===== src/design/mrd_pkg.sv =====
package mrd_pkg;

  localparam int unsigned HEADER_BYTES     = 16;
  localparam int unsigned TRAILER_BYTES_DEF = 16;
  localparam int unsigned CFG_IDX_W        = 2;
  localparam int unsigned CFG_DATA_W       = 32;

  // configuration register indexes
  localparam logic [CFG_IDX_W-1:0] CFG_MAGIC   = 2'd0;
  localparam logic [CFG_IDX_W-1:0] CFG_MAX_LEN = 2'd1;
  localparam logic [CFG_IDX_W-1:0] CFG_TRL_EN  = 2'd2;

  typedef enum logic [1:0] {
    PH_HEADER  = 2'd0,
    PH_PAYLOAD = 2'd1,
    PH_TRAILER = 2'd2
  } phase_e;

  typedef enum logic [2:0] {
    EV_HDR_BYTE = 3'd0,
    EV_HDR_OK   = 3'd1,
    EV_PAYLOAD  = 3'd2,
    EV_TRAILER  = 3'd3,
    EV_CLEAN    = 3'd4,
    EV_ERROR    = 3'd5,
    EV_IDLE     = 3'd6
  } event_e;

  typedef enum logic [1:0] {
    ERR_NONE  = 2'd0,
    ERR_MAGIC = 2'd1,
    ERR_LONG  = 2'd2,
    ERR_SHORT = 2'd3
  } err_e;

  typedef enum logic {
    TOK_BYTE = 1'b0,
    TOK_EOS  = 1'b1
  } tok_e;

  typedef struct packed {
    tok_e       kind;
    logic [7:0] data;
  } token_t;

  typedef struct packed {
    logic [31:0] magic;
    logic [31:0] max_len;
    logic        trl_en;
  } cfg_t;

  typedef struct packed {
    event_e      ev;
    logic [7:0]  data;
    logic        done;
    logic [31:0] length;
    logic [31:0] auth;
    logic [31:0] rcode;
    err_e        err;
    logic        zeroed;
  } result_t;

endpackage


===== src/design/mrd_front.sv =====
module mrd_front import mrd_pkg::*; (
  input  logic       clk_i,
  input  logic       rst_ni,
  input  logic       push,
  output logic       full,
  input  logic       mode_i,
  input  logic [7:0] rx_byte_i,
  output logic       tok_valid_o,
  output token_t     tok_o,
  input  logic       tok_pop_i
);

  // two-entry queue of classified requests
  token_t     mem_q [2];
  logic       wr_ptr_q, rd_ptr_q;
  logic [1:0] cnt_q, cnt_d;
  logic       do_push, do_pop;
  token_t     tok_in;

  assign full        = (cnt_q == 2'd2);
  assign tok_valid_o = (cnt_q != 2'd0);
  assign tok_o       = mem_q[rd_ptr_q];
  assign do_push     = push && !full;
  assign do_pop      = tok_pop_i && tok_valid_o;

  always_comb begin
    tok_in.kind = mode_i ? TOK_EOS : TOK_BYTE;
    tok_in.data = mode_i ? 8'd0 : rx_byte_i;
  end

  always_comb begin
    cnt_d = cnt_q;
    if (do_push && !do_pop) begin
      cnt_d = cnt_q + 2'd1;
    end else if (!do_push && do_pop) begin
      cnt_d = cnt_q - 2'd1;
    end
  end

  always_ff @(posedge clk_i or negedge rst_ni) begin
    if (!rst_ni) begin
      cnt_q    <= 2'd0;
      wr_ptr_q <= 1'b0;
      rd_ptr_q <= 1'b0;
    end else begin
      cnt_q <= cnt_d;
      if (do_push) wr_ptr_q <= ~wr_ptr_q;
      if (do_pop)  rd_ptr_q <= ~rd_ptr_q;
    end
  end

  always_ff @(posedge clk_i) begin
    if (do_push) mem_q[wr_ptr_q] <= tok_in;
  end

  a_cnt_range: assert property (@(posedge clk_i) disable iff (!rst_ni)
    cnt_q != 2'd3) else $error("queue count out of range");
  a_ptr_match: assert property (@(posedge clk_i) disable iff (!rst_ni)
    (cnt_q == 2'd0 || cnt_q == 2'd2) |-> (wr_ptr_q == rd_ptr_q))
    else $error("queue pointers disagree with count");
  a_push_count: assert property (@(posedge clk_i) disable iff (!rst_ni)
    (do_push && !do_pop) |=> (cnt_q == $past(cnt_q) + 2'd1))
    else $error("accepted request not counted");

endmodule


===== src/design/mrd_back.sv =====
module mrd_back import mrd_pkg::*; #(
  parameter int unsigned TRAILER_BYTES = TRAILER_BYTES_DEF
) (
  input  logic    clk_i,
  input  logic    rst_ni,
  input  cfg_t    cfg_i,
  input  logic    tok_valid_i,
  input  token_t  tok_i,
  output logic    tok_pop_o,
  output logic    res_valid_o,
  output result_t res_o,
  input  logic    res_pop_i
);

  localparam int unsigned TCW = $clog2(TRAILER_BYTES + 1);
  localparam logic [TCW-1:0] TRL_LAST = TCW'(TRAILER_BYTES - 1);

  phase_e      phase_q, phase_d;
  logic [31:0] cnt_q, cnt_d;
  logic [TCW-1:0] trl_q, trl_d;
  logic [31:0] words_q [4];
  logic [31:0] words_d [4];
  logic [31:0] len_q, len_d;
  err_e        err_q, err_d;

  logic        out_valid_q;
  result_t     res_q, res_d;
  logic        take;
  logic [1:0]  widx;
  logic [31:0] cnt_inc;
  logic        hdr_last, magic_bad, too_long, pay_last, trl_last;

  assign take      = tok_valid_i && (!out_valid_q || res_pop_i);
  assign tok_pop_o = take;
  assign res_valid_o = out_valid_q;
  assign res_o     = res_q;

  assign widx      = cnt_q[3:2];
  assign cnt_inc   = cnt_q + 32'd1;
  assign hdr_last  = (cnt_q == 32'(HEADER_BYTES - 1));
  assign magic_bad = (words_q[0] != cfg_i.magic);
  assign too_long  = (cfg_i.max_len != 32'd0) && (words_q[1] > cfg_i.max_len);
  assign pay_last  = (cnt_inc >= len_q);
  assign trl_last  = (trl_q == TRL_LAST);

  // next state
  always_comb begin
    phase_d = phase_q;
    cnt_d   = cnt_q;
    trl_d   = trl_q;
    words_d = words_q;
    len_d   = len_q;
    err_d   = err_q;
    if (take && err_q == ERR_NONE) begin
      if (tok_i.kind == TOK_EOS) begin
        if (phase_q == PH_HEADER && cnt_q == 32'd0) begin
          phase_d = PH_HEADER;
        end else if (phase_q == PH_TRAILER && trl_q == '0) begin
          phase_d = PH_HEADER;
        end else begin
          err_d = ERR_SHORT;
        end
      end else begin
        case (phase_q)
          PH_HEADER: begin
            words_d[widx] = {words_q[widx][23:0], tok_i.data};
            cnt_d = cnt_inc;
            if (hdr_last) begin
              if (magic_bad) begin
                err_d = ERR_MAGIC;
              end else if (too_long) begin
                err_d = ERR_LONG;
              end else begin
                len_d = words_q[1];
                cnt_d = 32'd0;
                trl_d = '0;
                if (words_q[1] != 32'd0) begin
                  phase_d = PH_PAYLOAD;
                end else begin
                  phase_d = cfg_i.trl_en ? PH_TRAILER : PH_HEADER;
                end
              end
            end
          end
          PH_PAYLOAD: begin
            cnt_d = cnt_inc;
            if (pay_last) begin
              cnt_d   = 32'd0;
              trl_d   = '0;
              phase_d = cfg_i.trl_en ? PH_TRAILER : PH_HEADER;
            end
          end
          PH_TRAILER: begin
            if (trl_last) begin
              trl_d   = '0;
              phase_d = PH_HEADER;
            end else begin
              trl_d = trl_q + TCW'(1);
            end
          end
          default: begin
            phase_d = PH_HEADER;
          end
        endcase
      end
    end
  end

  // result for the request being taken
  always_comb begin
    res_d        = '0;
    res_d.ev     = EV_HDR_BYTE;
    res_d.err    = ERR_NONE;
    if (err_q != ERR_NONE) begin
      res_d.ev  = EV_IDLE;
      res_d.err = err_q;
    end else if (tok_i.kind == TOK_EOS) begin
      if (phase_q == PH_HEADER && cnt_q == 32'd0) begin
        res_d.ev = EV_CLEAN;
      end else if (phase_q == PH_TRAILER && trl_q == '0) begin
        // end of stream stands in for the whole trailer
        res_d.ev     = EV_TRAILER;
        res_d.done   = 1'b1;
        res_d.zeroed = 1'b1;
        res_d.length = len_q;
        res_d.auth   = words_q[2];
        res_d.rcode  = words_q[3];
      end else begin
        res_d.ev  = EV_ERROR;
        res_d.err = ERR_SHORT;
      end
    end else begin
      case (phase_q)
        PH_HEADER: begin
          if (hdr_last) begin
            if (magic_bad) begin
              res_d.ev  = EV_ERROR;
              res_d.err = ERR_MAGIC;
            end else if (too_long) begin
              res_d.ev  = EV_ERROR;
              res_d.err = ERR_LONG;
            end else begin
              res_d.ev     = EV_HDR_OK;
              res_d.done   = (words_q[1] == 32'd0) && !cfg_i.trl_en;
              res_d.length = words_q[1];
              res_d.auth   = words_q[2];
              // the last header byte completes the result word
              res_d.rcode  = {words_q[3][23:0], tok_i.data};
            end
          end
        end
        PH_PAYLOAD: begin
          res_d.ev     = EV_PAYLOAD;
          res_d.data   = tok_i.data;
          res_d.done   = pay_last && !cfg_i.trl_en;
          res_d.length = len_q;
          res_d.auth   = words_q[2];
          res_d.rcode  = words_q[3];
        end
        PH_TRAILER: begin
          res_d.ev     = EV_TRAILER;
          res_d.data   = tok_i.data;
          res_d.done   = trl_last;
          res_d.length = len_q;
          res_d.auth   = words_q[2];
          res_d.rcode  = words_q[3];
        end
        default: begin
          res_d.ev = EV_HDR_BYTE;
        end
      endcase
    end
  end

  always_ff @(posedge clk_i or negedge rst_ni) begin
    if (!rst_ni) begin
      phase_q     <= PH_HEADER;
      cnt_q       <= 32'd0;
      trl_q       <= '0;
      words_q     <= '{default: 32'd0};
      len_q       <= 32'd0;
      err_q       <= ERR_NONE;
      out_valid_q <= 1'b0;
    end else begin
      phase_q     <= phase_d;
      cnt_q       <= cnt_d;
      trl_q       <= trl_d;
      words_q     <= words_d;
      len_q       <= len_d;
      err_q       <= err_d;
      out_valid_q <= take || (out_valid_q && !res_pop_i);
    end
  end

  always_ff @(posedge clk_i) begin
    if (take) res_q <= res_d;
  end

  a_err_sticky: assert property (@(posedge clk_i) disable iff (!rst_ni)
    (err_q != ERR_NONE) |=> (err_q == $past(err_q)))
    else $error("sticky error changed");
  a_out_hold: assert property (@(posedge clk_i) disable iff (!rst_ni)
    (out_valid_q && !res_pop_i) |=> (out_valid_q && $stable(res_q)))
    else $error("waiting result lost");
  a_trl_phase: assert property (@(posedge clk_i) disable iff (!rst_ni)
    (trl_q != '0) |-> (phase_q == PH_TRAILER))
    else $error("trailer count outside trailer phase");
  a_cnt_trailer: assert property (@(posedge clk_i) disable iff (!rst_ni)
    (phase_q == PH_TRAILER) |-> (cnt_q == 32'd0))
    else $error("section count not cleared for trailer");

endmodule


===== src/design/message_receive_deframer.sv =====
// Receive-side message deframer.
// Input queue: one request per push, mode_i = 0 carries rx_byte_i, mode_i = 1
// marks end of stream. A request is taken on a clock edge with push high and
// full low. Result queue: while empty is low the oldest result sits on the
// result ports; it is taken on an edge with pop high. Every request yields
// exactly one result.
// Config: cfg_we_i writes cfg_wdata_i to register cfg_idx_i (0 magic value,
// 1 max length, 2 trailer enable); the user must write only while no request is
// in flight, which the block itself does not enforce.
// Throughput: 1 request per cycle while pop keeps up, with one header/payload/
// trailer step per request in the back end; a 2-entry request queue lets push
// run while the back end waits for result space.
// When pop stalls, the result register holds; the back end stops and the
// request queue fills, then full rises.
// Reset: config registers clear, the deframer returns to the header phase,
// the sticky error clears and both queues empty.
module message_receive_deframer import mrd_pkg::*; #(
  parameter int unsigned TRAILER_BYTES = TRAILER_BYTES_DEF
) (
  input  logic                  clk_i,
  input  logic                  rst_ni,
  input  logic                  push,
  output logic                  full,
  input  logic                  mode_i,
  input  logic [7:0]            rx_byte_i,
  output logic                  empty,
  input  logic                  pop,
  output logic [2:0]            event_res_o,
  output logic [7:0]            data_byte_o,
  output logic                  message_done_o,
  output logic [31:0]           payload_length_o,
  output logic [31:0]           auth_kind_o,
  output logic [31:0]           result_code_o,
  output logic [1:0]            error_code_o,
  output logic                  trailer_zeroed_o,
  input  logic                  cfg_we_i,
  input  logic [CFG_IDX_W-1:0]  cfg_idx_i,
  input  logic [CFG_DATA_W-1:0] cfg_wdata_i
);

  cfg_t    cfg_q;
  logic    tok_valid, tok_pop, res_valid;
  token_t  tok;
  result_t res;

  always_ff @(posedge clk_i or negedge rst_ni) begin
    if (!rst_ni) begin
      cfg_q <= '0;
    end else if (cfg_we_i) begin
      case (cfg_idx_i)
        CFG_MAGIC:   cfg_q.magic   <= cfg_wdata_i;
        CFG_MAX_LEN: cfg_q.max_len <= cfg_wdata_i;
        CFG_TRL_EN:  cfg_q.trl_en  <= cfg_wdata_i[0];
        default: ;
      endcase
    end
  end

  mrd_front u_front (
    .clk_i       (clk_i),
    .rst_ni      (rst_ni),
    .push        (push),
    .full        (full),
    .mode_i      (mode_i),
    .rx_byte_i   (rx_byte_i),
    .tok_valid_o (tok_valid),
    .tok_o       (tok),
    .tok_pop_i   (tok_pop)
  );

  mrd_back #(
    .TRAILER_BYTES (TRAILER_BYTES)
  ) u_back (
    .clk_i       (clk_i),
    .rst_ni      (rst_ni),
    .cfg_i       (cfg_q),
    .tok_valid_i (tok_valid),
    .tok_i       (tok),
    .tok_pop_o   (tok_pop),
    .res_valid_o (res_valid),
    .res_o       (res),
    .res_pop_i   (pop)
  );

  assign empty            = !res_valid;
  assign event_res_o      = res.ev;
  assign data_byte_o      = res.data;
  assign message_done_o   = res.done;
  assign payload_length_o = res.length;
  assign auth_kind_o      = res.auth;
  assign result_code_o    = res.rcode;
  assign error_code_o     = res.err;
  assign trailer_zeroed_o = res.zeroed;

endmodule


===== config.mk =====
export PLATFORM = sky130hd
export DESIGN_NAME = message_receive_deframer
export DESIGN_NICKNAME = d
export VERILOG_FILES = /design/src/design/mrd_pkg.sv /design/src/design/mrd_front.sv /design/src/design/mrd_back.sv /design/src/design/message_receive_deframer.sv
export SDC_FILE = /design/constraint.sdc
export NUM_CORES = 1
export LEC_CHECK = 0
export BUFFER_PORTS_ARGS = -buffer_cell sky130_fd_sc_hd__clkbuf_2
export CAP_MARGIN = 20
export CORE_MARGIN = 2
export CORE_UTILIZATION = 57
export DETAILED_ROUTE_END_ITERATION = 6
export PLACE_DENSITY = 0.77
export SYNTH_ARGS = -nofsm -noshare
export SYNTH_HDL_FRONTEND = slang
export SYNTH_HIERARCHICAL = 1
export SYNTH_SLANG_ARGS = --single-unit

===== constraint.sdc =====
create_clock -name clk_i -period 8.96 [get_ports clk_i]
set_input_delay 1.792 -clock clk_i [delete_from_list [all_inputs] [get_ports clk_i]]
set_output_delay 1.792 -clock clk_i [all_outputs]
set_load 0.005 [all_outputs]

==> reports/summary.md, run 1 <==
The run finished with clean final reports. Setup violations remaining at the end of the flow were counted as 0. Antenna diode count: 0.

The number of enable flip-flop cells after synthesis was 129; the setup TNS was 0 ns. At the later pin of the worst-skew pair, clock insertion delay measures 0.55 ns. Counting along the longest clock path gives a buffer depth of 3. The logs give 0.0355 mm² for the die area and 5.73 ns for the arrival time at the worst endpoint. Counting flops with an async set or reset pin after synthesis yields a share of 67.8%. The run gives 0 as the max capacitance violation total.

The average size of a mapped cell works out to 11.9 µm². The cell area that synthesis handed to floorplanning was 0.0194 mm². The tools report the number of buffers inserted during clock tree synthesis as 41. The filler cell count is 2585, and the number of cells on the worst hold path is 2. The total power was 4720 µW; the maximum number of pins on one net before global-route repair was 166. The total overflow left after global routing is 0. CTS placed an instance of sky130_fd_sc_hd__clkbuf_16 at the clock tree root.

The upper clock frequency limit is 190 MHz. At the worst endpoint, the required time is 9.44 ns. Of all nets on the critical path, the largest fanout is 19. The leakage dissipation was 0.0105 µW. In this design, the stage delay of the slowest critical-path cell is 0.96 ns. After detailed routing, the average wire length per cell comes to 20.8 µm.

In this run the remaining antenna-violating nets after routing total 0. The logs give 13.6% for the combinational share of power and 1210 µW for the switching power total. The H-tree generated during clock tree synthesis spans 2 levels. The floorplan step set the die width to 188 µm.

The weighted congestion at the end of routability-driven global placement came out at 0.851. The type of the worst min-delay path was reg2reg. For the sum of net half-perimeters after detailed placement, the log shows 30700 µm. The tools report the initial antenna violation count as 0.

Of the available clock period, the critical path in the final layout requires 58.6%. The final route contains 13.7k vias. After floorplanning, the core was sized to cover 0.0335 mm².

The area growth from synthesis to layout is 13.4%. The most common flop cell mapped by yosys was sky130_fd_sc_hd__dfrtp_1. Setup repair after global routing left no endpoint under its margin.

Synthesis produced a netlist with a net count of 1749. The setup skew after layout was 0.0219 ns; the number of vias per cell after detailed routing was 6.15. Sequential cells burn 48.9% of the power. Count of cells resized by post-cts repair: 0.

The first global-routing pass estimated 73500 µm of wire. After clock tree synthesis, the clock-pin slew on the worst setup and hold paths is 0.06 ns. The standard-cell row count was 67; the via count of the first global-routing pass was 13.5k.

The post-cts hold buffer count came out at 0. For the number of max-slew violations in the final report, the log shows 0. The worst hold path terminates at u_back/words_q[24].

The detailed-route DRC error count came out at 0. Clock tree synthesis found a total of 400 sinks. The total routing usage reported by global routing is 26.1%. The die is 188 µm tall.

Power spread over the standard cell area amounts to 214 mW/mm². Cell with the biggest individual delay on the critical path: sky130_fd_sc_hd__nor4_1. The proportion of layout cells with a drive suffix above 1 works out to 22.3%. The worst hold path begins at u_back/words_q[24]. TritonCTS built the clock tree. Iteration count of the initial detailed-routing pass: 6. For the pin with the worst max-slew slack, the measured transition is 1.08 ns.

Counting I/O delays and the setup requirement, the final critical path takes 5.25 ns. The tools report the type of element capturing the critical path as a register. The worst setup path is launched from a register. The total wire length after detailed routing was 46300 µm.

Across all register-to-register paths, the minimum setup slack is 3.71 ns. Fraction of power spent switching nets: 25.6%. The number of warnings issued by yosys was 6; the number of primary I/O pins was 161.

The path type of the worst setup path is reg2reg. The synthesis-stage register bit count was 400. The buffers inserted during post-CTS setup optimization is 0. Internal power comes to 3510 µW. The logs give 1873 for the net count of the finished layout and 0.174 mV for the worst supply voltage drop on vdd. The critical path goes through nand3_1, nor4_1, nand3_1, nor2_1, nand2_1, xnor2_1, ha_1, a21oi_1, o21ai_0, a211oi_1, o21ai_0, o21a_1, nor3_2, buf_4, a22o_1. The detailed router finished its first iteration with 1356 violations.

The endpoint identified for the worst register-to-register timing path is u_back/cnt_q[22]. Yosys mapped the design onto 69 distinct sky130hd cell types. For the synthesized netlist cell count, the log shows 1627.

The initial standard-cell utilization of the core was 57.8%; the number of hold violations in the final report was 0. The tools report the headroom to the max-slew limit as 27.3%. Sequential elements use 54.9% of the synthesized area. For the clock share of power, the log shows 37.5%. The number of cells on the worst reg-to-reg path is 15. The tools report the launching point of the worst reg2reg path as u_back/cnt_q[4]. The count of buffers added on input and output ports is 160.
[sequential cells by signal (all words and copies together) (netlist names), 5 cells and up]
name,count
u_back/len_q,32
u_back/cnt_q,32
cfg_q,65
u_front/mem_q,18
u_back/words_q,128
u_back/res_o,111
u_back/trl_q,5
[through the flow]
| stage | hold WS [ns] | utilization [%] | instance area, µm² | instances | setup slack [ns] |
|---|---|---|---|---|---|
| 5_1_grt | 0.513 | 65.6 | 22000 | 2230 | 3.31 |
| 2_1_floorplan | 0.447 | - | 19400 | 1627 | 2.13 |
| 6_report | 0.478 | 65.6 | 22000 | 2230 | 3.71 |
| 3_5_place_dp | 0.464 | 61.2 | 20500 | 2154 | 3.50 |
| 4_1_cts | 0.480 | 65.4 | 21900 | 2228 | 3.72 |
| 3_3_place_gp | 0.459 | 61.1 | 20500 | 2153 | 3.63 |
[cell usage in the layout, fill, tap and decap left out, drive strengths merged, types with 5 or more instances in the layout]
| cell | netlist | routed |
|---|---|---|
| a21o | 5 | 5 |
| a21oi | 35 | 35 |
| a22o | 93 | 93 |
| and2 | 10 | 10 |
| and3 | 21 | 21 |
| and4 | 6 | 6 |
| buf | 24 | 19 |
| clkbuf | 73 | 220 |
| clkinv | 0 | 6 |
| dfrtp | 271 | 271 |
| edfxtp | 129 | 129 |
| ha | 74 | 74 |
| inv | 155 | 157 |
| mux2 | 116 | 116 |
| mux2i | 24 | 24 |
| nand2 | 86 | 86 |
| nand2b | 11 | 11 |
| nand3 | 25 | 25 |
| nand4 | 48 | 48 |
| nand4b | 48 | 48 |
| nand4bb | 8 | 8 |
| nor2 | 23 | 23 |
| nor2b | 17 | 17 |
| nor3 | 18 | 18 |
| nor4 | 37 | 37 |
| o211a | 33 | 33 |
| o211ai | 5 | 5 |
| o21ai | 91 | 91 |
| o31ai | 13 | 13 |
| or2 | 5 | 5 |
| or4 | 5 | 5 |
| or4b | 16 | 16 |
| xnor2 | 17 | 17 |
| xor2 | 50 | 50 |
[worst max path at each step]
stage                          from                  to  depth (start not counted)
detailed placement              pop     u_back/len_q[1]                          8
finish              u_back/cnt_q[4]    u_back/cnt_q[22]                         15
CTS                 u_back/cnt_q[4]    u_back/cnt_q[22]                         15
global route        u_back/cnt_q[4]    u_back/cnt_q[22]                         15
global placement                pop     u_back/len_q[0]                          8
floorplan                       pop  u_back/words_q[68]                          8
[worst max-delay path, delay by kind of cell (launching register included)]
family	cells	cell delay, ns
AND/OR/NAND/NOR	6	2.48
AO/OA/AOI/OAI	6	1.41
flip-flops	1	0.43
buffers and inverters	1	0.37
adder cells (fa/ha/maj)	1	0.29
XOR/XNOR	1	0.22
[power groups by stage]
| stage | logic [µW] | registers [µW] | clock network [µW] |
|---|---|---|---|
| floorplan | 322 | 2340 | 0 |
| global placement | 622 | 2340 | 0 |
| detailed placement | 646 | 2340 | 0 |
| CTS | 651 | 2310 | 1800 |
| global route | 703 | 2330 | 1870 |
| finish | 641 | 2310 | 1770 |
[synthesized netlist by cell type, types with 3 or more instances]
| cell type | count | area [µm²] |
|---|---|---|
| sky130_fd_sc_hd__o31ai_1 | 13 | 97.6 |
| sky130_fd_sc_hd__nor4_1 | 36 | 225 |
| sky130_fd_sc_hd__and2_1 | 9 | 56.3 |
| sky130_fd_sc_hd__nand2_1 | 85 | 319 |
| sky130_fd_sc_hd__buf_1 | 5 | 18.8 |
| sky130_fd_sc_hd__buf_4 | 4 | 30.0 |
| sky130_fd_sc_hd__o211a_1 | 33 | 330 |
| sky130_fd_sc_hd__and4_1 | 6 | 52.6 |
| sky130_fd_sc_hd__nand4b_1 | 48 | 420 |
| sky130_fd_sc_hd__dfrtp_1 | 271 | 6780 |
| sky130_fd_sc_hd__ha_1 | 74 | 926 |
| sky130_fd_sc_hd__o21ai_1 | 23 | 115 |
| sky130_fd_sc_hd__nor2b_1 | 17 | 106 |
| sky130_fd_sc_hd__o21ai_0 | 68 | 340 |
| sky130_fd_sc_hd__a211oi_1 | 4 | 30.0 |
| sky130_fd_sc_hd__xnor2_1 | 17 | 149 |
| sky130_fd_sc_hd__o211ai_1 | 5 | 37.5 |
| sky130_fd_sc_hd__o21a_1 | 4 | 30.0 |
| sky130_fd_sc_hd__mux2_4 | 6 | 90.1 |
| sky130_fd_sc_hd__nand4bb_1 | 8 | 90.1 |
| sky130_fd_sc_hd__buf_2 | 14 | 70.1 |
| sky130_fd_sc_hd__clkbuf_1 | 70 | 263 |
| sky130_fd_sc_hd__a22o_1 | 93 | 815 |
| sky130_fd_sc_hd__nor2_1 | 23 | 86.3 |
| sky130_fd_sc_hd__mux2_1 | 4 | 45.0 |
| sky130_fd_sc_hd__clkbuf_8 | 3 | 41.3 |
| sky130_fd_sc_hd__and3_1 | 20 | 125 |
| sky130_fd_sc_hd__mux2i_1 | 24 | 240 |
| sky130_fd_sc_hd__nor3_1 | 17 | 85.1 |
| sky130_fd_sc_hd__or4b_2 | 16 | 160 |
| sky130_fd_sc_hd__nand4_1 | 48 | 300 |
| sky130_fd_sc_hd__nand3_1 | 24 | 120 |
| sky130_fd_sc_hd__a21oi_1 | 35 | 175 |
| sky130_fd_sc_hd__nand2b_1 | 11 | 68.8 |
| sky130_fd_sc_hd__a21o_1 | 5 | 37.5 |
| sky130_fd_sc_hd__or4_1 | 5 | 37.5 |
| sky130_fd_sc_hd__or2_2 | 4 | 25.0 |
| sky130_fd_sc_hd__edfxtp_1 | 129 | 3870 |
| sky130_fd_sc_hd__xor2_1 | 50 | 438 |
| sky130_fd_sc_hd__mux2_2 | 106 | 1190 |
| sky130_fd_sc_hd__inv_1 | 155 | 582 |
[cell type report]
class | instances | area [µm²] | share of cell area (%)
Clock inverter | 13 | 175 | 0.797
Inverter | 155 | 582 | 2.65
Timing Repair Buffer | 178 | 1010 | 4.60
Tap cell | 448 | 561 | 2.55
Sequential cell | 400 | 10700 | 48.5
Multi-Input combinational cell | 975 | 7770 | 35.3
Clock buffer | 61 | 1230 | 5.61
[cells by family (layout without fill, tap and decap cells)]
group                    Yosys count  after routing  share of synthesized area [%]
flip-flops                       400            400                           54.9
AND/OR/NAND/NOR                  391            391                           12.5
AO/OA/AOI/OAI                    303            303                           11.5
buffers and inverters            252            407                           5.24
multiplexers                     140            140                           8.09
adder cells (fa/ha/maj)           74             74                           4.77
XOR/XNOR                          67             67                           3.03
[per-layer routing]
layer | track usage, % | up-vias | routed length (µm)
met5 | 0 | - | 0
met4 | 7.69 | 0 | 1160
met3 | 3.17 | 82 | 2690
met2 | 41.8 | 541 | 22100
met1 | 37.6 | 6888 | 20300
li1 | - | 6210 | -
No activity file was read; power rests on OpenSTA's default activity.
==> run 2, diff against run 1 <==
==> constraint.sdc (replaced) <==
create_clock -name clk_i -period 5 [get_ports clk_i]
set_input_delay 1 -clock clk_i [delete_from_list [all_inputs] [get_ports clk_i]]
set_output_delay 1 -clock clk_i [all_outputs]
set_load 0.005 [all_outputs]
==> run 2 against run 1 <==
Net effect:
- critical path depth fell by 2
- first-iteration DRC count is 3.3% lower
- non-clock buffer count rose by 10
- power up 77%
- sequential cell count stayed put
- register-to-register slack got worse by 3.2 ns
- via count up 0.24%
- largest cell class unchanged
- largest power group unchanged
==> reports/summary.md, run 2 (same netlist as run 1, synthesis figures left out) <==
The logs give 6180 µW (was 3510 µW) for the internal power of the cells and 0 (unchanged) for the initial antenna violation count. The first-pass GRT wire length came out at 75800 µm (was 73500 µm). The top register by number of flip-flops was u_back/words_q (unchanged). By instance count, the cell type seen most on the critical path is sky130_fd_sc_hd__and3_1. The initial standard-cell utilization of the core is 57.8% (unchanged), and the via count of the routed design is 13.8k (was 13.7k). The quantity of I/O buffers inserted on ports is 160 (unchanged), and the detailed-route DRC error count is 0 (unchanged). The max capacitance violation total is 0 (unchanged). The share of the clock period used by the worst path is 88.9% (was 58.6%). Die extent in y: 188 µm (unchanged). The cell with the biggest individual delay on the critical path was sky130_fd_sc_hd__or4_1 (was sky130_fd_sc_hd__nor4_1). The total routing usage reported by global routing came out at 26.9% (was 26.1%). The type of the worst min-delay path is reg2reg (unchanged). The slew at the pin closest to its max-slew limit came out at 1.02 ns (was 1.08 ns). The filler cell count was 2535 (was 2585). Number of nets with antenna violations after detailed routing: 0 (unchanged).

The power share of the sequential group was 49.6% (was 48.9%); the leakage dissipation was 0.0105 µW (about the same). The via count of the first global-routing pass is 13.6k (was 13.5k), and the setup TNS is 0 ns (unchanged). The die width is 188 µm (unchanged).

The total congestion overflow is 0 (unchanged). Layout overhead on the synthesized area: 13.2% (was 13.4%). Most used cells in the layout excluding fill and tap cells: sky130_fd_sc_hd__dfrtp_1, sky130_fd_sc_hd__clkbuf_2, sky130_fd_sc_hd__inv_1, sky130_fd_sc_hd__edfxtp_1, sky130_fd_sc_hd__mux2_2 (unchanged). The path type of the worst setup path was reg2reg (unchanged). The sum of net half-perimeters after detailed placement is 31900 µm (was 30700 µm), and the number of buffers inserted during clock tree synthesis is 41 (unchanged).

For the area inside the core boundary, the log shows 0.0335 mm² (unchanged). The run gives 400 (unchanged) as the number of clock sinks. The delay contributed by the slowest stage of the critical path was 0.65 ns (was 0.96 ns). For the buffers inserted during post-CTS setup optimization, the log shows 0 (unchanged).

The maximum net fanout on the critical path is 7 (was 19), and the count of cells resized by post-cts repair is 0 (unchanged). The worst supply voltage drop on vdd came out at 0.324 mV (was 0.174 mV). The tools report the maximum count of clock buffers along a single path as 3 (unchanged).

The most common library cell in the layout ignoring fill and taps was sky130_fd_sc_hd__dfrtp_1 (unchanged). DRC violation total after the first TritonRoute iteration: 1311 (was 1356). The tools report the cell area reported after detailed placement as 0.0206 mm² (was 0.0205 mm²).

The tools report the clock latency reported for the late side of the worst-skew pair as 0.55 ns (about the same). Proportion of layout cells with a drive suffix above 1: 22.5% (was 22.3%). Setup repair after global routing left no endpoint under its margin.

The mean routed wirelength per cell is 21.2 µm (was 20.8 µm). Area taken by flip-flops and latches: 0.0107 mm² (unchanged). The buffer and inverter count on the worst path is 0 (was 1), and the arrival time at the worst endpoint is 4.87 ns (was 5.73 ns). The number of flip-flops under the largest register name is 128 (unchanged).

TritonCTS built the clock tree. The dominant delay contributor by cell family on the critical path is simple AND/OR/NAND/NOR gates (unchanged). For the final setup violation count, the log shows 0 (unchanged). The number of placed instances, taps included came out at 2166 (was 2154). The run finished with clean final reports. The tools report the antenna diode count as 0 (unchanged). The fraction of power spent switching nets was 25.9% (was 25.6%); the total wire length after detailed routing was 47500 µm (was 46300 µm). The combinational share of power is 13.9% (was 13.6%). The shortest clock period the worst path allows after layout came out at 4.44 ns (was 5.25 ns). The net count of the finished layout was 1883 (was 1873). Setup skew after layout: 0.0208 ns (was 0.0219 ns). The multi-input combinational cell area was 0.00777 mm² (unchanged). The iteration count of the initial detailed-routing pass came out at 5 (was 6). CP cell instances: nand3_1, or4_1, nor4_2, and3_1, and3_1, xor2_1, ha_1, nand4_1, nor3_1, o311a_1, o21ai_0, a21oi_1, mux2_2 (was nand3_1, nor4_1, nand3_1, nor2_1, nand2_1, xnor2_1, ha_1, a21oi_1, o21ai_0, a211oi_1, o21ai_0, o21a_1, nor3_2, buf_4, a22o_1).

The post-route non-filler standard cell count was 2238 (was 2230). The data required time at the worst endpoint is 5.43 ns (was 9.44 ns). Element type at the critical path start: a register (unchanged). The tools report the switching power total as 2160 µW (was 1210 µW).

The total non-filler cell area in the finished layout was 0.0220 mm² (about the same). The maximum number of pins on one net before global-route repair was 119 (was 166). The tools report the number of primary I/O pins as 161 (unchanged).

The H-tree depth came out at 2 (unchanged). The run gives 0.892 (was 0.851) as the weighted congestion at the end of routability-driven global placement. The tools report the headroom to the max-slew limit as 32.0% (was 27.3%).

Number of max-slew violations in the final report: 0 (unchanged). The number of vias per cell after detailed routing is 6.15 (about the same), and the upper clock frequency limit is 225 MHz (was 190 MHz). The run gives 0 (unchanged) as the number of hold violations in the final report. The run gives 67 (unchanged) as the standard-cell row count.

The clock edge transition at the registers on the reported setup and hold paths is 0.06 ns (about the same), and the clock share of power is 36.5% (was 37.5%). The power density relative to cell area works out to 379 mW/mm² (was 214 mW/mm²). Cell at the root of the clock tree: sky130_fd_sc_hd__clkbuf_16 (unchanged). The die area is 0.0355 mm² (unchanged).

The post-cts hold buffer count was 0 (unchanged). The type of element capturing the critical path was a register (unchanged).
[run 2: cell count changes in the layout (fill, tap and decap cells not counted), sizes merged]
cell,change
clkinv,+7
inv,-2
buf,+10
bufinv,-1
clkbuf,-6
[run 2: layout make-up]
cell class / count / share of cell area [%]
inverter: 155 / 2.65
tap: 448 / 2.55
multi-input combinational: 975 / 35.4
clock buffer: 55 / 5.33
clock inverter: 17 / 0.780
sequential: 400 / 48.5
timing repair buffer: 188 / 4.80
[run 2: tightest hold or removal path, cell delays in order, from the launching register on]
cell,delay [ns]
sky130_fd_sc_hd__dfrtp_1,0.34
sky130_fd_sc_hd__nand2_1,0.05
sky130_fd_sc_hd__nand2_1,0.05
[run 2: routing by layer]
metal | wire length (µm) | global-route usage [%] | vias to the layer above
met5 | 0 | 0 | -
met2 | 22000 | 42.0 | 540
met3 | 3510 | 4.58 | 87
met4 | 1440 | 8.56 | 0
met1 | 20500 | 38.8 | 6902
li1 | - | - | 6225
[run 2: worst paths after layout]
kind / from / end / slack, ns / depth (start not counted)
max reg2reg: u_back/cnt_q[4] / u_back/trl_q[0] / 0.56 / 13
max in group asynchronous: rst_ni / cfg_q[11] / 3.41 / 2
min reg2reg: u_back/words_q[27] / u_back/words_q[27] / 0.48 / 2
max: u_back/cnt_q[4] / u_back/trl_q[0] / 0.56 / 13
min: u_back/words_q[27] / u_back/words_q[27] / 0.48 / 2
min in group asynchronous: rst_ni / u_back/cnt_q[20] / 0.57 / 1
[run 2: power groups by stage]
stage | sequential [µW] | clock (µW) | combinational, µW
5_1_grt | 4180 | 3220 | 1270
3_3_place_gp | 4180 | 0 | 1120
4_1_cts | 4140 | 3080 | 1180
2_1_floorplan | 4160 | 0 | 578
3_5_place_dp | 4190 | 0 | 1160
6_report | 4130 | 3040 | 1160
[run 2: through the flow]
| stage | setup slack, ns | total power [µW] | util (%) | hold slack (ns) |
|---|---|---|---|---|
| global placement | 0.832 | 5310 | 61.4 | 0.458 |
| finish | 0.556 | 8330 | 65.5 | 0.477 |
| detailed placement | 0.678 | 5360 | 61.5 | 0.463 |
| floorplan | 0.444 | 4740 | - | 0.447 |
| global route | 0.195 | 8670 | 65.5 | 0.519 |
| CTS | 0.622 | 8400 | 65.5 | 0.478 |
==> run 3, diff against run 2 <==
--- a/config.mk
+++ b/config.mk
@@ -7,10 +7,12 @@
 export LEC_CHECK = 0
 export BUFFER_PORTS_ARGS = -buffer_cell sky130_fd_sc_hd__clkbuf_2
 export CAP_MARGIN = 20
+export CELL_PAD_IN_SITES_DETAIL_PLACEMENT = 2
+export CELL_PAD_IN_SITES_GLOBAL_PLACEMENT = 2
 export CORE_MARGIN = 2
-export CORE_UTILIZATION = 57
+export CORE_UTILIZATION = 41
 export DETAILED_ROUTE_END_ITERATION = 6
-export PLACE_DENSITY = 0.77
+export PLACE_DENSITY_LB_ADDON = 0.1
 export SYNTH_ARGS = -nofsm -noshare
 export SYNTH_HDL_FRONTEND = slang
 export SYNTH_HIERARCHICAL = 1
==> run 3 against run 2 <==
Net effect:
- the run now ends with DRC left
- combinational power grew 5%
- via count grew 0.78%
- power grew 5.1%
- non-clock buffer count shrank 4
- clock skew grew 0.0065 ns
- sequential power is essentially flat
- clock-buffer cell count grew 7
- critical path depth grew 3
- critical endpoint is now u_back/cnt_q[28]
- largest cell class unchanged
- largest power group unchanged
- highest routed layer unchanged
==> reports/summary.md, run 3 (same netlist as run 1, synthesis figures left out) <==
The die width was 221 µm (was 188 µm); the first-pass GRT wire length was 92600 µm (was 75800 µm). Most used cells in the layout excluding fill and tap cells: sky130_fd_sc_hd__dfrtp_1, sky130_fd_sc_hd__clkbuf_2, sky130_fd_sc_hd__inv_1, sky130_fd_sc_hd__edfxtp_1, sky130_fd_sc_hd__mux2_2 (unchanged). The number of vias per cell after detailed routing works out to 5.76 (was 6.15). The total congestion overflow was 0 (unchanged).

The tools report the max capacitance violation total as 0 (unchanged). Number of max-slew violations in the final report: 0 (unchanged). The die area came out at 0.0491 mm² (was 0.0355 mm²).

The number of buffers inserted during clock tree synthesis was 46 (was 41); the weighted congestion at the end of routability-driven global placement was 0.792 (was 0.892). The power density relative to cell area is 392 mW/mm² (was 379 mW/mm²). The buffer and inverter count on the worst path works out to 1 (was 0). The maximum net fanout on the critical path was 30 (was 7). The cell at the root of the clock tree is sky130_fd_sc_hd__clkbuf_16 (unchanged). The tools report the arrival time at the worst endpoint as 5.13 ns (was 4.87 ns).

For the setup TNS, the log shows 0 ns (unchanged). The net count of the finished layout was 1884 (was 1883). The type of the worst min-delay path is reg2reg (unchanged).

The layout overhead on the synthesized area works out to 15.1% (was 13.2%). The H-tree depth was 2 (unchanged). The total wire length after detailed routing came out at 59400 µm (was 47500 µm). The tools report the cell area reported after detailed placement as 0.0208 mm² (was 0.0206 mm²). The via count of the first global-routing pass is 15.2k (was 13.6k). The logs give 13.9k (was 13.8k) for the via count of the routed design and 2 (was 0) for the initial antenna violation count. The clock latency reported for the late side of the worst-skew pair is 0.60 ns (was 0.55 ns), and the delay contributed by the slowest stage of the critical path is 0.42 ns (was 0.65 ns). The iteration count of the initial detailed-routing pass is 7 (was 5). Dominant delay contributor by cell family on the critical path: simple AND/OR/NAND/NOR gates (unchanged). The path type of the worst setup path is reg2reg (unchanged). The run gives 10 (was 0) as the detailed-route DRC error count. The run gives 0.0106 µW (was 0.0105 µW) as the leakage dissipation. The element type at the critical path start is a register (unchanged).

The sum of net half-perimeters after detailed placement came out at 40000 µm (was 31900 µm). The type of element capturing the critical path was a register (unchanged). The run gives 0.0223 mm² (was 0.0220 mm²) as the total non-filler cell area in the finished layout. The cell with the biggest individual delay on the critical path was sky130_fd_sc_hd__dfrtp_1 (was sky130_fd_sc_hd__or4_1). Initial standard-cell utilization of the core: 41.6% (was 57.8%).

The run finished, with violations left. The logs give 3 (unchanged) for the maximum count of clock buffers along a single path and 0 (unchanged) for the post-cts hold buffer count. The mean routed wirelength per cell is 24.7 µm (was 21.2 µm). Setup repair after global routing left no endpoint under its margin. The number of clock sinks is 400 (unchanged), and the clock edge transition at the registers on the reported setup and hold paths is 0.06 ns (about the same). The run gives 35.9% (was 32.0%) as the headroom to the max-slew limit. The proportion of layout cells with a drive suffix above 1 is 22.9% (was 22.5%), and the DRC violation total after the first TritonRoute iteration is 855 (was 1311). The worst supply voltage drop on vdd was 0.458 mV (was 0.324 mV). For the final setup violation count, the log shows 0 (unchanged).

TritonCTS built the clock tree. The run gives 113 (was 119) as the maximum number of pins on one net before global-route repair. The logs give 0 (unchanged) for the count of cells resized by post-cts repair and 24.3% (was 26.9%) for the total routing usage reported by global routing. The checks that failed: DRC. The quantity of I/O buffers inserted on ports came out at 160 (unchanged).

CP cell instances: ha_1, nand2_1, nor3_1, nand3_1, nor2_2, and3_1, xor2_1, ha_1, nand2_1, o21ai_0, a211oi_1, o21ai_0, o21a_1, nor3_2, buf_4, a22o_1 (was nand3_1, or4_1, nor4_2, and3_1, and3_1, xor2_1, ha_1, nand4_1, nor3_1, o311a_1, o21ai_0, a21oi_1, mux2_2). Filler cell count: 4653 (was 2535). The number of nets with antenna violations after detailed routing is 0 (unchanged), and the number of flip-flops under the largest register name is 128 (unchanged). The logs give 79 (was 67) for the standard-cell row count and 0.372 ns (was 0.678 ns) for the worst slack after detailed placement. The most common library cell in the layout ignoring fill and taps was sky130_fd_sc_hd__dfrtp_1 (unchanged).

Share of the clock period used by the worst path: 92.3% (was 88.9%). The slew at the pin closest to its max-slew limit was 0.962 ns (was 1.02 ns). The data required time at the worst endpoint was 5.51 ns (was 5.43 ns); the upper clock frequency limit was 217 MHz (was 225 MHz).

The setup skew after layout was 0.0273 ns (was 0.0208 ns); the die extent in y was 221 µm (was 188 µm). The tools report the number of primary I/O pins as 161 (unchanged). Top register by number of flip-flops: u_back/words_q (unchanged). The slack of the critical path was 0.386 ns (was 0.556 ns); the buffers inserted during post-CTS setup optimization was 0 (unchanged). The tools report the area inside the core boundary as 0.0467 mm² (was 0.0335 mm²).

The run gives 0 (unchanged) as the number of hold violations in the final report. The shortest clock period the worst path allows after layout is 4.61 ns (was 4.44 ns).
run 3: cell count changes in the layout (fill, tap and decap cells not counted), sizes merged:
cell      previous run  this run
clkbuf             214       222
buf                 29        24
inv                155       159
clkinvlp             1         4
clkinv              13        12
diode                0         1
run 3: power breakdown:
part	total, µW	internal [µW]	switching [µW]
clock network	3380	1970	1410
registers	4150	3920	234
logic	1220	471	753
total	8760	6360	2400
run 3: layout make-up:
cell class	count	area [µm²]	share of cell area (%)
Tap cell	607	759	3.40
Clock inverter	23	236	1.06
Multi-Input combinational cell	975	7770	34.8
Sequential cell	400	10700	47.7
Antenna cell	1	2.50	0.0112
Timing Repair Buffer	184	1040	4.66
Inverter	155	582	2.61
Clock buffer	62	1280	5.74
run 3: worst reg2reg max path, delay by kind of cell (launching register included):
kind	cells	cell delay (ns)
AOI/OAI and AO/OA	5	1.16
buffers and inverters	1	0.37
adders and majority gates	2	0.62
DFF	1	0.42
and+or+nand+nor	7	1.73
xor gates and xnor gates	1	0.24
run 3: path summary, 6_finish.rpt:
path | from | slack (ns) | endpoint | cells past startpoint
setup reg to reg | u_back/cnt_q[1] | 0.39 | u_back/cnt_q[28] | 16
max in group asynchronous | rst_ni | 3.45 | u_back/words_q[97] | 2
setup / recovery | u_back/cnt_q[1] | 0.39 | u_back/cnt_q[28] | 16
hold / removal | u_back/words_q[28] | 0.49 | u_back/words_q[28] | 2
hold reg to reg | u_back/words_q[28] | 0.49 | u_back/words_q[28] | 2
min in group asynchronous | rst_ni | 0.50 | u_back/len_q[24] | 1
run 3: metrics by stage:
| stage | utilization [%] | std cells | hold WS, ns | power, µW |
|---|---|---|---|---|
| final | 47.9 | 2407 | 0.485 | 8760 |
| after global routing | 47.9 | 2406 | 0.509 | 9140 |
| after CTS | 47.8 | 2405 | 0.490 | 8890 |
| after detailed placement | 44.6 | 2320 | 0.476 | 5470 |
| after global placement | 44.6 | 2320 | 0.459 | 5390 |
| after floorplan | - | 1627 | 0.447 | 4740 |
run 3: metal layers:
layer / routed length [µm] / vias up / global-route usage [%]
met5: 0 / - / 0
met4: 1300 / 0 / 6.80
met3: 2090 / 80 / 2.89
met2: 29300 / 255 / 41.2
met1: 26700 / 7298 / 33.2
li1: - / 6228 / -
